File: src/hw/rtl/fixed_priority_task_scheduler_unit_assert.svh
// Assertion macros for the fixed-priority task scheduler.
// Used by files that assert; clk and rst_n must be in scope where used.
`ifndef FIXED_PRIORITY_TASK_SCHEDULER_UNIT_ASSERT_SVH
`define FIXED_PRIORITY_TASK_SCHEDULER_UNIT_ASSERT_SVH
`ifndef ASSERT_OFF
// Checked on every edge outside reset.
`define FPTS_ASSERT(lbl, prop, msg) \
  lbl: assert property (@(posedge clk) disable iff (!rst_n) prop) else $error(msg);
// Checked on every edge, reset included.
`define FPTS_ASSERT_ALWAYS(lbl, prop, msg) \
  lbl: assert property (@(posedge clk) prop) else $error(msg);
`else
`define FPTS_ASSERT(lbl, prop, msg)
`define FPTS_ASSERT_ALWAYS(lbl, prop, msg)
`endif
`endif

File: src/hw/rtl/fpts_pkg.sv
// Shared types and constants of the fixed-priority task scheduler.
// No dependencies; used by the interfaces, the task cell and the top level.
package fpts_pkg;

  localparam int MAX_TASKS = 8;
  localparam int IDX_W     = (MAX_TASKS > 1) ? $clog2(MAX_TASKS) : 1;
  localparam int CNT_W     = $clog2(MAX_TASKS + 1);
  localparam int OP_W      = 3;
  localparam int KEY_W     = 16;
  localparam int PRI_W     = 7;
  localparam int STAT_W    = 2;
  localparam int RUN_W     = 4;

  localparam logic [RUN_W-1:0] RUN_NONE = RUN_W'(MAX_TASKS);

  // Result status codes.
  localparam logic [STAT_W-1:0] RS_OK    = 2'd0;
  localparam logic [STAT_W-1:0] RS_FULL  = 2'd1;
  localparam logic [STAT_W-1:0] RS_NOKEY = 2'd2;

  // Operation codes; the two remaining codes do nothing.
  typedef enum logic [OP_W-1:0] {
    OP_ADD     = 3'd0,
    OP_ACT     = 3'd1,
    OP_ACT_ISR = 3'd2,
    OP_TERM    = 3'd3,
    OP_CHAIN   = 3'd4,
    OP_SCHED   = 3'd5
  } fpts_op_t;

  // Per-task state.
  typedef enum logic [1:0] {
    TS_IDLE    = 2'd0,
    TS_READY   = 2'd1,
    TS_RUNNING = 2'd2
  } fpts_task_st_t;

  // Token that walks the cell chain, one cell per cycle.
  typedef struct packed {
    logic             act;
    logic             found;
    logic             best_vld;
    logic [IDX_W-1:0] best_idx;
    logic [PRI_W-1:0] best_pri;
  } fpts_tok_t;

  // Command broadcast from the controller to every cell.
  typedef struct packed {
    logic             rel_en;
    fpts_task_st_t    rel_state;
    logic             lookup;
    logic             pick;
    logic             add_en;
    logic             run_en;
    logic [IDX_W-1:0] idx;
    logic [KEY_W-1:0] key;
    logic [PRI_W-1:0] pri;
    logic             autostart;
  } fpts_cmd_t;

endpackage

File: src/hw/rtl/fpts_cell.sv
// One task table entry: key, priority, state, and one stage of the search chain.
// Depends on fpts_pkg.
module fpts_cell import fpts_pkg::*; (
  input  logic             clk,
  input  logic             rst_n,
  input  logic [IDX_W-1:0] idx_i,
  input  fpts_cmd_t        cmd_i,
  input  fpts_tok_t        tok_i,
  output fpts_tok_t        tok_o,
  output logic             run_o
);

  fpts_task_st_t    status_r, status_nxt;
  logic             occ_r, occ_nxt;
  logic [KEY_W-1:0] key_r;
  logic [PRI_W-1:0] pri_r;
  fpts_tok_t        tok_r, tok_nxt;

  logic             sel;
  logic             match;
  logic             cand;
  fpts_task_st_t    st_eff;
  fpts_task_st_t    st_pick;

  // Entry update and token processing.
  always_comb begin
    sel = (cmd_i.idx == idx_i);
    // A release in the same cycle as the token is folded in first.
    st_eff = (cmd_i.rel_en && status_r == TS_RUNNING) ? cmd_i.rel_state : status_r;
    match  = tok_i.act && cmd_i.lookup && !tok_i.found && occ_r && (key_r == cmd_i.key);
    st_pick = match ? TS_READY : st_eff;
    cand = tok_i.act && cmd_i.pick && occ_r && (st_pick == TS_READY) &&
           (pri_r >= tok_i.best_pri);

    status_nxt = st_pick;
    occ_nxt    = occ_r;
    if (cmd_i.add_en && sel) begin
      status_nxt = cmd_i.autostart ? TS_READY : TS_IDLE;
      occ_nxt    = 1'b1;
    end
    if (cmd_i.run_en && sel) begin
      status_nxt = TS_RUNNING;
    end

    tok_nxt       = tok_i;
    tok_nxt.found = tok_i.found | match;
    if (cand) begin
      tok_nxt.best_vld = 1'b1;
      tok_nxt.best_idx = idx_i;
      tok_nxt.best_pri = pri_r;
    end
  end

  // Control state.
  always_ff @(posedge clk) begin
    if (!rst_n) begin
      status_r <= TS_IDLE;
      occ_r    <= 1'b0;
      tok_r    <= '0;
    end else begin
      status_r <= status_nxt;
      occ_r    <= occ_nxt;
      tok_r    <= tok_nxt;
    end
  end

  // Entry payload, written on add.
  always_ff @(posedge clk) begin
    if (cmd_i.add_en && sel) begin
      key_r <= cmd_i.key;
      pri_r <= cmd_i.pri;
    end
  end

  assign tok_o = tok_r;
  assign run_o = (status_r == TS_RUNNING);

endmodule
File: config.mk
export PLATFORM = sky130hd
export DESIGN_NAME = fpts_cell
export DESIGN_NICKNAME = d
export VERILOG_FILES = /design/src/hw/rtl/fixed_priority_task_scheduler_unit_assert.svh /design/src/hw/rtl/fpts_pkg.sv /design/src/hw/rtl/fpts_cell.sv
export SDC_FILE = /design/constraint.sdc
export NUM_CORES = 1
export LEC_CHECK = 0
export BUFFER_PORTS_ARGS = -buffer_cell sky130_fd_sc_hd__buf_4
export CAP_MARGIN = 30
export CORE_MARGIN = 1
export CORE_UTILIZATION = 48
export DETAILED_ROUTE_END_ITERATION = 12
export PLACE_DENSITY = 0.88
export SLEW_MARGIN = 20
export SYNTH_ARGS = -nofsm -noshare
export SYNTH_HDL_FRONTEND = slang
export SYNTH_SLANG_ARGS = --single-unit
File: constraint.sdc
create_clock -name clk -period 2.52 [get_ports clk]
set_input_delay 0 -clock clk [delete_from_list [all_inputs] [get_ports clk]]
set_output_delay 0 -clock clk [all_outputs]
set_load 0.02 [all_outputs]
# [Word-level counts from Yosys, hierarchy flattened]
# Cells that the tools add are included.
[op_classes] shift=0 add_sub_neg=0 n_lt_le_gt_ge=1 mul=0 n_reduce_logical=13 div=0 eq_ne=4 n_bitwise=2 n_mux=6
[op_table] operator="$eq A16 B16 Y1" n=1
[op_table] operator="$logic_and A1 B1 Y1" n=11
[op_table] operator="$mux W11" n=1
[op_table] operator="$mux W2" n=4
[op_table] operator="$ge A7 B7 Y1" n=1
[op_table] operator="$eq A3 B3 Y1" n=1
[op_table] operator="$eq A2 B1 Y1 const B" n=1
[op_table] operator="$eq A2 B2 Y1 const B" n=1
[op_table] operator="$reduce_or A2 Y1" n=1
[op_table] operator="$logic_not A1 Y1" n=1
[op_table] operator="$mux W1" n=1
[op_table] operator="$not A1 Y1" n=1
[op_table] operator="$or A1 B1 Y1" n=1
[word_totals] input_bits=52 register_bits=39 mem_bits_ro=0 out_inout_bits=14 elab_cells=36 n_memories=0 latchBits=0 mem_bits_rw=0

# [Longest topological paths before layout]
# Gate-level depths: netlist (run 1).
[logic_depth] word_depth=9 depth_mapped=9 depth_no_buf=8

# [Worst setup path before layout (run 1)]
# OpenSTA, ideal clock, no wires.
[synth_timing] path_kind="reg2reg" startpoint="reg pri_r[0]" endpoint="reg tok_r (netlist bit tok_o[1])" setup_ns=0.072 synth_period_minus_slack_ns=1.849 path_buffers=1 arrival_time_ns=1.778 path_stages_with_launch=10 slack_ns=0.671 cell_sequence="edfxtp_1 inv_1 ha_1 nand2b_1 a211oi_1 nor3_1 or3_1 o211ai_2 buf_6 mux2i_1"
[synth_via] elab_chain_len=3
[synth_lines] item="start, declared" line="fpts_cell.sv:16" source="logic [PRI_W-1:0] pri_r;"
[synth_lines] item="start signal, assigned" line="fpts_cell.sv:71" source="pri_r <= cmd_i.pri;"
[synth_lines] item="$ge A7 B7 Y1" line="fpts_cell.sv:33" source="(pri_r >= tok_i.best_pri);"
[synth_lines] item="$logic_and A1 B1 Y1" line="fpts_cell.sv:32" source="cand = tok_i.act && cmd_i.pick && occ_r && (st_pick == TS_READY) &&"
[synth_lines] item="$mux W11" line="fpts_cell.sv:47" source="if (cand) begin"
[synth_lines] item="end signal, assigned" line="fpts_cell.sv:63" source="tok_r <= tok_nxt;"
[synth_lines] item="end, declared" line="fpts_cell.sv:17" source="fpts_tok_t tok_r, tok_nxt;"
# No other way between the ends.
# A chain may end at the register's enable or synchronous reset.

# [Final worst setup path (run 1)]
[layout_timing] startpoint="reg key_r[11]" endpoint="reg status_r[0]"
[layout_via] elab_chain_len=4
[layout_lines] item="start, declared" line="fpts_cell.sv:15" source="logic [KEY_W-1:0] key_r;"
[layout_lines] item="start signal, assigned" line="fpts_cell.sv:70" source="key_r <= cmd_i.key;"
[layout_lines] item="$eq A16 B16 Y1" line="fpts_cell.sv:30" source="match = tok_i.act && cmd_i.lookup && !tok_i.found && occ_r && (key_r == cmd_i.key);"
[layout_lines] item="$logic_and A1 B1 Y1" line="fpts_cell.sv:30"
[layout_lines] item="$mux W2" line="fpts_cell.sv:31" source="st_pick = match ? TS_READY : st_eff;"
[layout_lines] item="$mux W2" line="fpts_cell.sv:37" source="if (cmd_i.add_en && sel) begin"
[layout_lines] item="end signal, assigned" line="fpts_cell.sv:61" source="status_r <= status_nxt;"
[layout_lines] item="end, declared" line="fpts_cell.sv:13" source="fpts_task_st_t status_r, status_nxt;"
# No other way between the ends.

==> results of run 1 <==
## per-stage QoR
step                utilization (%)  total power [uW]
detailed placement             66.9               929
finish                         80.8              1280
CTS                            80.8              1280
global placement               66.9               920
global route                   80.8              1340
floorplan                         -               821
## final cells by class
cell class	instances	area share, %
clock buffer	7	1.64
clock inverter	1	0.183
inverter	11	1.51
multi-input combinational	91	24.2
sequential	39	36.9
tap	46	2.10
timing repair buffer	108	33.4
## state kept, by name, summed over array words and instances, names as in the netlist
register,cells
tok_o,13
key_r,16
status_r,2
occ_r,1
pri_r,7
## cell families (layout without fill, tap and decap cells)
logic type                 Yosys count  after routing
AOI/OAI and AO/OA                   13             13
buffers and inverters               15            127
adders and majority gates            7              7
DFF                                 39             39
xor gates and xnor gates            19             19
muxes                               10             10
and+or+nand+nor                     42             42
## cells in the final DEF (no fill, tap or decap), types with 2 or more instances in the layout
cell type	count
nand2_1	23
edfxtp_1	23
clkbuf_1	2
a211oi_1	3
dfxtp_1	16
nor4_1	3
nor2_1	4
inv_1	11
nand4_1	2
o21ai_0	2
dlygate4sd3_1	42
o21a_1	2
clkbuf_4	5
ha_1	7
buf_4	66
nor3_1	2
mux2i_1	10
xor2_1	19
and2_1	2
## power breakdown
part	switching, uW	internal (uW)
Combinational	105	145
Sequential	15.5	710
Clock	200	109
## worst max-delay path by stage
stage	from	to	slack, ns	cells past startpoint
finish	key_r[11]	status_r[0]	0.23	7
global route	key_r[9]	status_r[0]	0.008	7
CTS	key_r[11]	status_r[0]	0.21	7
detailed placement	pri_r[0]	tok_o[0]	0.42	8
global placement	pri_r[0]	tok_o[9]	0.47	8
floorplan	pri_r[0]	tok_o[1]	0.67	9
## metal layers
layer	up-vias	share of wire [%]	global-route usage (%)
met3	19	5.9	6.99
li1	729	-	-
met2	67	53	47.5
met5	-	0	0
met4	0	3.5	14.8
met1	676	38	24.0
## repair_timing
item / 4_1_cts / 5_1_grt
hold endpoints to repair: 37 / 0
resized for setup: 0 / 0
hold buffers: 42 / 0
==> impl_metrics.py, run 1 <==
metrics = {
    "critical_path": {
        "worstSetupPathType": "register to register",
        "crit_family": "simple AND/OR/NAND/NOR gates",
        "endpoint_kind": "register",
        "worst-path-buf-inv": 1,
        "crit_chain": "xor2_1, nor4_1, nand4_1, nor4_4, a311oi_1, a211oi_1, dlygate4sd3_1",
        "r2r_end": "status_r[0]",
        "arrival_ns": 2.59,
        "worst-r2r-cell-count": 7,
        "cp_slowest_cell": "dlygate4sd3_1",
        "ff2ff_setup_slack_ns": 0.23,
        "max_stage_delay_ns": 0.56,
        "r2r-start": "key_r[11]",
        "worstPathRequired_ns": 2.81,
        "cp-start-kind": "register",
        "crit_fanout": 4,
    },
    "floorplan": {
        "core_area_um2": 3390,
        "die_h_um": 62.2,
        "dieWidth_um": 62.2,
        "num_rows": 21,
        "die_area_um2": 3870,
        "ioPinCount": 66,
        "initial_core_util_pct": 51.3,
    },
    "clocking": {
        "htree_levels": 2,
        "cts.clk_slew.worst_paths_ns": 0.12,
        "cts_made_buffers": 5,
        "cts_tree": "done",
        "clock-sinks": 39,
        "root_buffer": "clkbuf_4",
        "cts_setup_buffers": 0,
        "cts.path.max_buffers": 2,
        "insertion_delay_ns": 0.34,
    },
    "yosys": {
        "ys_types": 29,
        "synthAdderAreaFrac_pct": 5.04,
        "synth_edf_count": 23,
        "synth_top_family_by_area": "simple AND/OR/NAND/NOR gates",
        "yosysTopAreaCell": "edfxtp_1",
        "syn_area_per_cell_um2": 12.0,
        "synth_nets": 204,
        "synth_xor_area_share_pct": 9.58,
        "synthesis.instances": 145,
        "synth_common_cells": "edfxtp_1 (23), nand2_1 (23), xor2_1 (19), dfxtp_1 (16), inv_1 (11)",
        "synth-compound-area-share_pct": 5.69,
        "synth-main-ff-cell": "edfxtp_1",
        "yosysSeqAreaShare_pct": 58.2,
        "yosysWarnings": 0,
        "ys_ff_latch": 39,
        "synth_top_area_share_pct": 39.7,
        "synth_simple_gate_area_share_pct": 12.1,
        "syn-cell-area_um2": 1740,
        "synth.mux.area_fraction_pct": 5.76,
        "async_flop_share_pct": 0,
        "netlist_top_cells_area": "edfxtp_1 (40%), dfxtp_1 (18%), xor2_1 (9.6%)",
    },
    "job": {
        "maxCapViolations": 0,
    },
    "cells_and_area": {
        "final_layout_size_suffix_gt1_share_pct": 28.8,
        "nets": 315,
        "finalNonFillerCells": 303,
        "final_area_um2": 2740,
        "syn_to_final_growth_pct": 57.6,
        "multi_input_area_um2": 663,
        "regArea_um2": 1010,
        "fill_cells": 189,
        "n_antenna_cell": 0,
    },
    "placed_design": {
        "place_hpwl_um": 2640,
        "dp_slack_ns": 0.419,
        "placed_cells": 253,
        "dpl_cell_area_um2": 2270,
        "gp_routability_congestion": 0.817,
        "portBuffers": 65,
    },
    "global_route": {
        "track_usage_pct": 25.2,
        "grt_max_degree": 27,
        "overflow": 0,
        "grt_pass1_wl_um": 7360,
        "grt_pass1_vias": 1680,
        "antenna_found_initial": 0,
    },
    "routing": {
        "wl_um": 4490,
        "drc_errors": 0,
        "ant_nets": 0,
        "dr.first_iter.drc_count": 78,
        "route.detailed.wl_per_inst_um": 14.8,
        "routed_via_density": 4.92,
        "num_vias": 1491,
        "drt_pass1_iterations": 4,
    },
    "worst_hold_path": {
        "hold_class": "input port to register",
        "whs_path_depth": 2,
        "hold_end": "occ_r",
        "min-delay-start": "rst_n",
    },
    "timing": {
        "whs_ns": 0.0260,
        "period_needed_ns": 2.29,
        "maxSlewHeadroom_pct": 49.0,
        "clock-skew-final_ns": 0.00626,
        "setup_tns_ns": 0,
        "max_freq_mhz": 436,
        "finalHoldViolations": 0,
        "rsz0062_at_grt": "no",
        "timing.final.crit_share_pct": 91.0,
        "tightest_slew_ns": 0.763,
        "drv_slew": 0,
        "fin_ws_ns": 0.226,
        "setup_viol": 0,
    },
    "outcome": {
        "status": "completed",
    },
    "pwr": {
        "max-vdd-ir-drop_mv": 0.455,
        "power_leakage_uw": 0.00128,
        "power_density_nw_per_um2": 469,
    },
}
No activity file was read; power rests on OpenSTA's default activity.
==> inputs of run 2 (changes only) <==
- ABC_AREA: unset -> 1
- BUFFER_PORTS_ARGS: -buffer_cell sky130_fd_sc_hd__buf_4 -> unset
- CORE_UTILIZATION: 48 -> 49
- DONT_BUFFER_PORTS: unset -> 1
- PLACE_DENSITY: 0.88 -> 0.74
==> run 2 against run 1 <==
Effect of this change:
- wire length decreased by 13%
- combinational power decreased by 27%
- sequential power increased by 2%
- synthesized area increased by 14%
- die area increased by 11%
- critical path type unchanged
- global-route usage decreased by 5.5 points
- first-iteration DRC count decreased by 24%
- register-to-register slack got worse by 0.02 ns
==> impl_metrics.py, run 2 <==
metrics = {
    "timing": {
        "clock-skew-final_ns": 0.00849,
        "setup_tns_ns": 0,
        "timing.final.crit_share_pct": 91.7,
        "maxSlewHeadroom_pct": 67.1,
        "whs_ns": 0.00712,
        "finalHoldViolations": 0,
        "tightest_slew_ns": 0.494,
        "drv_slew": 0,
        "period_needed_ns": 2.31,
        "rsz0062_at_grt": "no",
        "max_freq_mhz": 433,
        "setup_viol": 0,
    },
    "global_route": {
        "overflow": 0,
        "grt_pass1_vias": 1491,
        "antenna_found_initial": 0,
        "grt_max_degree": 25,
        "grt_pass1_wl_um": 6190,
        "track_usage_pct": 19.7,
    },
    "pwr": {
        "power_leakage_uw": 0.00128,
        "pwr-share-comb_pct": 13.6,
        "max-vdd-ir-drop_mv": 0.430,
        "totalPowerFinal_uw": 1340,
        "pwr-share-clk_pct": 31.3,
        "p_switching_uw": 340,
        "swShare_pct": 25.5,
        "power_density_nw_per_um2": 523,
        "internal-power_uw": 997,
        "seqPwrFrac_pct": 55.1,
    },
    "worst_hold_path": {
        "min-delay-start": "cmd_i[33]",
        "whs_path_depth": 3,
        "hold_class": "input port to register",
        "hold_end": "status_r[1]",
    },
    "cells_and_area": {
        "final_layout_size_suffix_gt1_share_pct": 5.14,
        "final_area_um2": 2550,
        "largest_register_ffs": 16,
        "syn_to_final_growth_pct": 29.5,
        "nets": 350,
        "largest_register": "key_r",
        "layout_commonest_cell": "inv_1",
        "final_cell_mix": "inv_1 (64), nand2_1 (59), dlygate4sd3_1 (43), nor2_1 (26), edfxtp_1 (23)",
        "n_antenna_cell": 0,
        "final_core_util_pct": 67.8,
    },
    "yosys": {
        "syn-cell-area_um2": 1970,
        "ys_types": 22,
        "synth_edf_count": 23,
        "syn_area_per_cell_um2": 8.12,
        "yosysWarnings": 0,
        "synth_nets": 302,
        "async_flop_share_pct": 0,
        "synth-main-ff-cell": "edfxtp_1",
        "yosysTopAreaCell": "edfxtp_1",
        "yosysSeqAreaShare_pct": 51.2,
        "ys_ff_latch": 39,
        "netlist_top_cells_area": "edfxtp_1 (35%), dfxtp_1 (16%), inv_1 (12%)",
        "synth_most_common_cell": "inv_1",
        "synth_top_area_share_pct": 35.0,
        "synth_common_cells": "inv_1 (64), nand2_1 (59), nor2_1 (26), edfxtp_1 (23), dfxtp_1 (16)",
        "synthesis.instances": 243,
    },
    "floorplan": {
        "core_area_um2": 3770,
        "ioPinCount": 66,
        "die_h_um": 65.5,
        "die_area_um2": 4280,
        "initial_core_util_pct": 52.3,
        "num_rows": 22,
        "dieWidth_um": 65.5,
    },
    "critical_path": {
        "worstPathRequired_ns": 2.75,
        "r2r-start": "pri_r[2]",
        "r2r_end": "tok_o[7]",
        "arrival_ns": 2.54,
        "worst-r2r-cell-count": 11,
        "crit_fanout": 11,
        "worstSetupPathType": "register to register",
        "cp-start-kind": "register",
        "endpoint_kind": "register",
        "ff2ff_setup_slack_ns": 0.21,
    },
    "routing": {
        "num_vias": 1568,
        "drt_pass1_iterations": 4,
        "routed_via_density": 4.61,
        "dr.first_iter.drc_count": 59,
        "drc_errors": 0,
        "wl_um": 3890,
        "ant_nets": 0,
        "route.detailed.wl_per_inst_um": 11.4,
    },
    "placed_design": {
        "dpl_cell_area_um2": 2030,
        "gp_routability_congestion": 0.789,
        "portBuffers": 0,
        "place_hpwl_um": 2660,
    },
    "clocking": {
        "cts.path.max_buffers": 2,
        "cts.clk_slew.worst_paths_ns": 0.08,
        "cts_made_buffers": 5,
        "htree_levels": 2,
        "insertion_delay_ns": 0.29,
        "cts_setup_buffers": 0,
        "root_buffer": "clkbuf_8",
        "cts_tree": "done",
        "clock-sinks": 39,
    },
    "outcome": {
        "status": "completed",
    },
    "job": {
        "maxCapViolations": 0,
    },
}
run 2: changes by cell type after synthesis, moves of 10 or more:
cell     change
nand2_1     +36
nand4_1     +12
inv_1       +53
mux2i_1     -10
xor2_1      -18
nor2_1      +22
run 2: final cells by class:
class / count / area, um^2
Clock buffer: 5 / 68.8
Clock inverter: 3 / 20.0
Fill cell: 300 / 1220
Inverter: 64 / 240
Multi-Input combinational cell: 135 / 702
Sequential cell: 39 / 1010
Tap cell: 48 / 60.1
Timing Repair Buffer: 46 / 453
run 2: worst max-delay path by stage:
stage,start,endpoint,slack (ns),depth (start not counted)
2_1_floorplan,pri_r[2],tok_o[1],0.86,9
3_3_place_gp,pri_r[1],tok_o[0],0.72,10
3_5_place_dp,pri_r[2],tok_o[0],0.67,10
4_1_cts,pri_r[2],tok_o[8],0.15,11
5_1_grt,pri_r[2],tok_o[7],0.04,11
6_report,pri_r[2],tok_o[7],0.21,11
run 2: repair_timing:
action | in CTS | in global routing
endpoints found under the hold margin | 39 | 0
setup endpoints to repair | 0 | 2
gates resized for setup | 0 | 1
hold buffers | 43 | 0
run 2: power by group through the flow:
stage	clock [uW]	sequential (uW)	combinational [uW]
after CTS	424	737	180
after global placement	0	751	120
after global routing	456	741	204
after floorplan	0	749	103
final	419	737	182
after detailed placement	0	752	123
run 2: layer usage:
metal  part of all wire (%)  vias up  track usage [%]  wire (um)
met5                      0        -                0          0
met4                    1.5        0             8.15         58
met3                    5.0        8             5.38        196
met2                     50       47             34.8       1930
met1                     44      670             22.0       1710
li1                       -      843                -          -
run 2: critical path, cell delays in order, from the launching register on:
cell           delay [ns]
edfxtp_1             0.40
ha_1                 0.33
nand2_1              0.06
o21ai_0              0.14
nand4_1              0.09
o211ai_1             0.09
buf_4                0.21
nand3_4              0.15
nand2_1              0.11
inv_1                0.04
nor2_1               0.10
dlygate4sd3_1        0.54
run 2: cell families (layout without fill, tap and decap cells):
kind of cell,Yosys count,count (layout),synth area share (%)
AO/OA/AOI/OAI,13,13,4.12
XOR/XNOR,7,7,3.11
adder cells (fa/ha/maj),7,7,4.44
buffers and inverters,69,118,13.6
flip-flops,39,39,51.2
AND/OR/NAND/NOR,108,108,23.5
run 2: per-stage QoR:
step | cells | worst slack [ns]
after floorplan | 243 | 0.855
after global placement | 289 | 0.721
after detailed placement | 289 | 0.671
after CTS | 340 | 0.154
after global routing | 340 | 0.0389
final | 340 | 0.209
==> inputs of run 3 (changes only) <==
- clock period: 2.52 -> 2.3 ns (I/O delays scaled with it)
==> run 3 against run 2 <==
Effect of this change:
- clock skew shrank 0.0028 ns
- clock power up 35%
- combinational power up 11%
==> impl_metrics.py, run 3 (synthesis gave the netlist of run 2 again) <==
metrics = {
    "outcome": {
        "status": "completed",
    },
    "critical_path": {
        "cp_slowest_cell": "edfxtp_1",
        "worstSetupPathType": "register to register",
        "endpoint_kind": "register",
        "worstPathRequired_ns": 2.52,
        "max_stage_delay_ns": 0.39,
        "arrival_ns": 2.08,
        "crit_fanout": 11,
        "crit_family": "simple AND/OR/NAND/NOR gates",
        "worst-path-buf-inv": 1,
        "cpMostUsedCell": "nand2_1",
        "crit_chain": "nand2_1, nand2_1, nor2_1, nand2_1, nor2_1, nand3_2, o21ai_2, nand3_2, nand2_1, inv_1, nor2_1",
        "cp-start-kind": "register",
    },
    "global_route": {
        "track_usage_pct": 21.6,
        "overflow": 0,
        "grt_pass1_vias": 1660,
        "antenna_found_initial": 0,
        "grt_pass1_wl_um": 6840,
        "grt_max_degree": 25,
    },
    "clocking": {
        "root_buffer": "clkbuf_8",
        "cts_made_buffers": 5,
        "insertion_delay_ns": 0.29,
        "cts.path.max_buffers": 2,
        "cts_tree": "done",
        "htree_levels": 2,
        "clock-sinks": 39,
        "cts_setup_buffers": 0,
        "cts.clk_slew.worst_paths_ns": 0.08,
        "cts_resized": 0,
    },
    "cells_and_area": {
        "layout_commonest_cell": "inv_1",
        "largest_register_ffs": 16,
        "n_antenna_cell": 0,
        "final_area_um2": 2590,
        "final_layout_size_suffix_gt1_share_pct": 5.10,
        "finalNonFillerCells": 342,
        "final_cell_mix": "inv_1 (64), nand2_1 (59), dlygate4sd3_1 (45), nor2_1 (26), edfxtp_1 (23)",
        "syn_to_final_growth_pct": 31.2,
        "nets": 352,
        "largest_register": "key_r",
    },
    "placed_design": {
        "gp_routability_congestion": 0.824,
        "dpl_cell_area_um2": 2030,
        "place_hpwl_um": 2630,
        "placed_cells": 289,
        "portBuffers": 0,
    },
    "routing": {
        "route.detailed.wl_per_inst_um": 11.9,
        "drt_pass1_iterations": 4,
        "wl_um": 4080,
        "ant_nets": 0,
        "dr.first_iter.drc_count": 78,
        "drc_errors": 0,
        "num_vias": 1601,
        "routed_via_density": 4.68,
    },
    "floorplan": {
        "initial_core_util_pct": 52.3,
        "die_area_um2": 4280,
        "num_rows": 22,
        "dieWidth_um": 65.5,
        "die_h_um": 65.5,
        "ioPinCount": 66,
        "core_area_um2": 3770,
    },
    "timing": {
        "finalHoldViolations": 0,
        "period_needed_ns": 1.86,
        "setup_viol": 0,
        "maxSlewHeadroom_pct": 67.2,
        "clock-skew-final_ns": 0.00567,
        "tightest_slew_ns": 0.490,
        "max_freq_mhz": 539,
        "timing.final.crit_share_pct": 80.7,
        "drv_slew": 0,
        "setup_tns_ns": 0,
        "rsz0062_at_grt": "no",
    },
    "worst_hold_path": {
        "hold_class": "input port to register",
    },
    "pwr": {
        "totalPowerFinal_uw": 1580,
        "power_density_nw_per_um2": 609,
        "power_leakage_uw": 0.00129,
        "max-vdd-ir-drop_mv": 0.531,
    },
    "job": {
        "maxCapViolations": 0,
    },
}
## run 3: final timing paths
| path | start | endpoint | slack, ns | cells past startpoint |
|---|---|---|---|---|
| hold reg to reg | occ_r | occ_r | 0.48 | 1 |
| hold / removal | cmd_i[21] | tok_o[11] | 0.08 | 5 |
| setup / recovery | key_r[15] | tok_o[0] | 0.44 | 11 |
| setup reg to reg | key_r[15] | tok_o[0] | 0.44 | 11 |
## run 3: final cells by class
class                      instances  area (um^2)
clock inverter                     2         37.5
tap                               48         60.1
fill                             301         1180
clock buffer                       6         72.6
multi-input combinational        135          694
timing repair buffer              48          473
sequential                        39         1010
inverter                          64          240
## run 3: per-stage QoR
step	setup slack [ns]	hold slack, ns	utilization [%]
finish	0.445	0.0833	68.6
global route	0.188	0.0998	68.6
CTS	0.416	0.0680	68.6
detailed placement	0.442	0.0989	53.8
global placement	0.491	0.0989	53.8
floorplan	0.635	0.0935	-
## run 3: per-layer routing
| metal | GRT usage [%] | part of all wire (%) |
|---|---|---|
| met1 | 23.3 | 42 |
| met2 | 38.5 | 50 |
| met3 | 6.25 | 6.3 |
| met4 | 10.3 | 2.4 |
| met5 | 0 | 0 |
## run 3: report_power, final
part           switching [uW]  internal [uW]
sequential               30.5            777
combinational            96.2            105
clock                     243            324
## run 3: tightest hold or removal path, cell delays in order
cell and delay, ns:
xnor2_1 0.05, nand2_1 0.06, nor2_1 0.05, nand3_2 0.11, a21oi_1 0.07
## run 3: what timing repair did
action	4_1_cts	5_1_grt
endpoints found under the setup margin	0	0
endpoints found under the hold margin	39	0
hold buffers	45	0
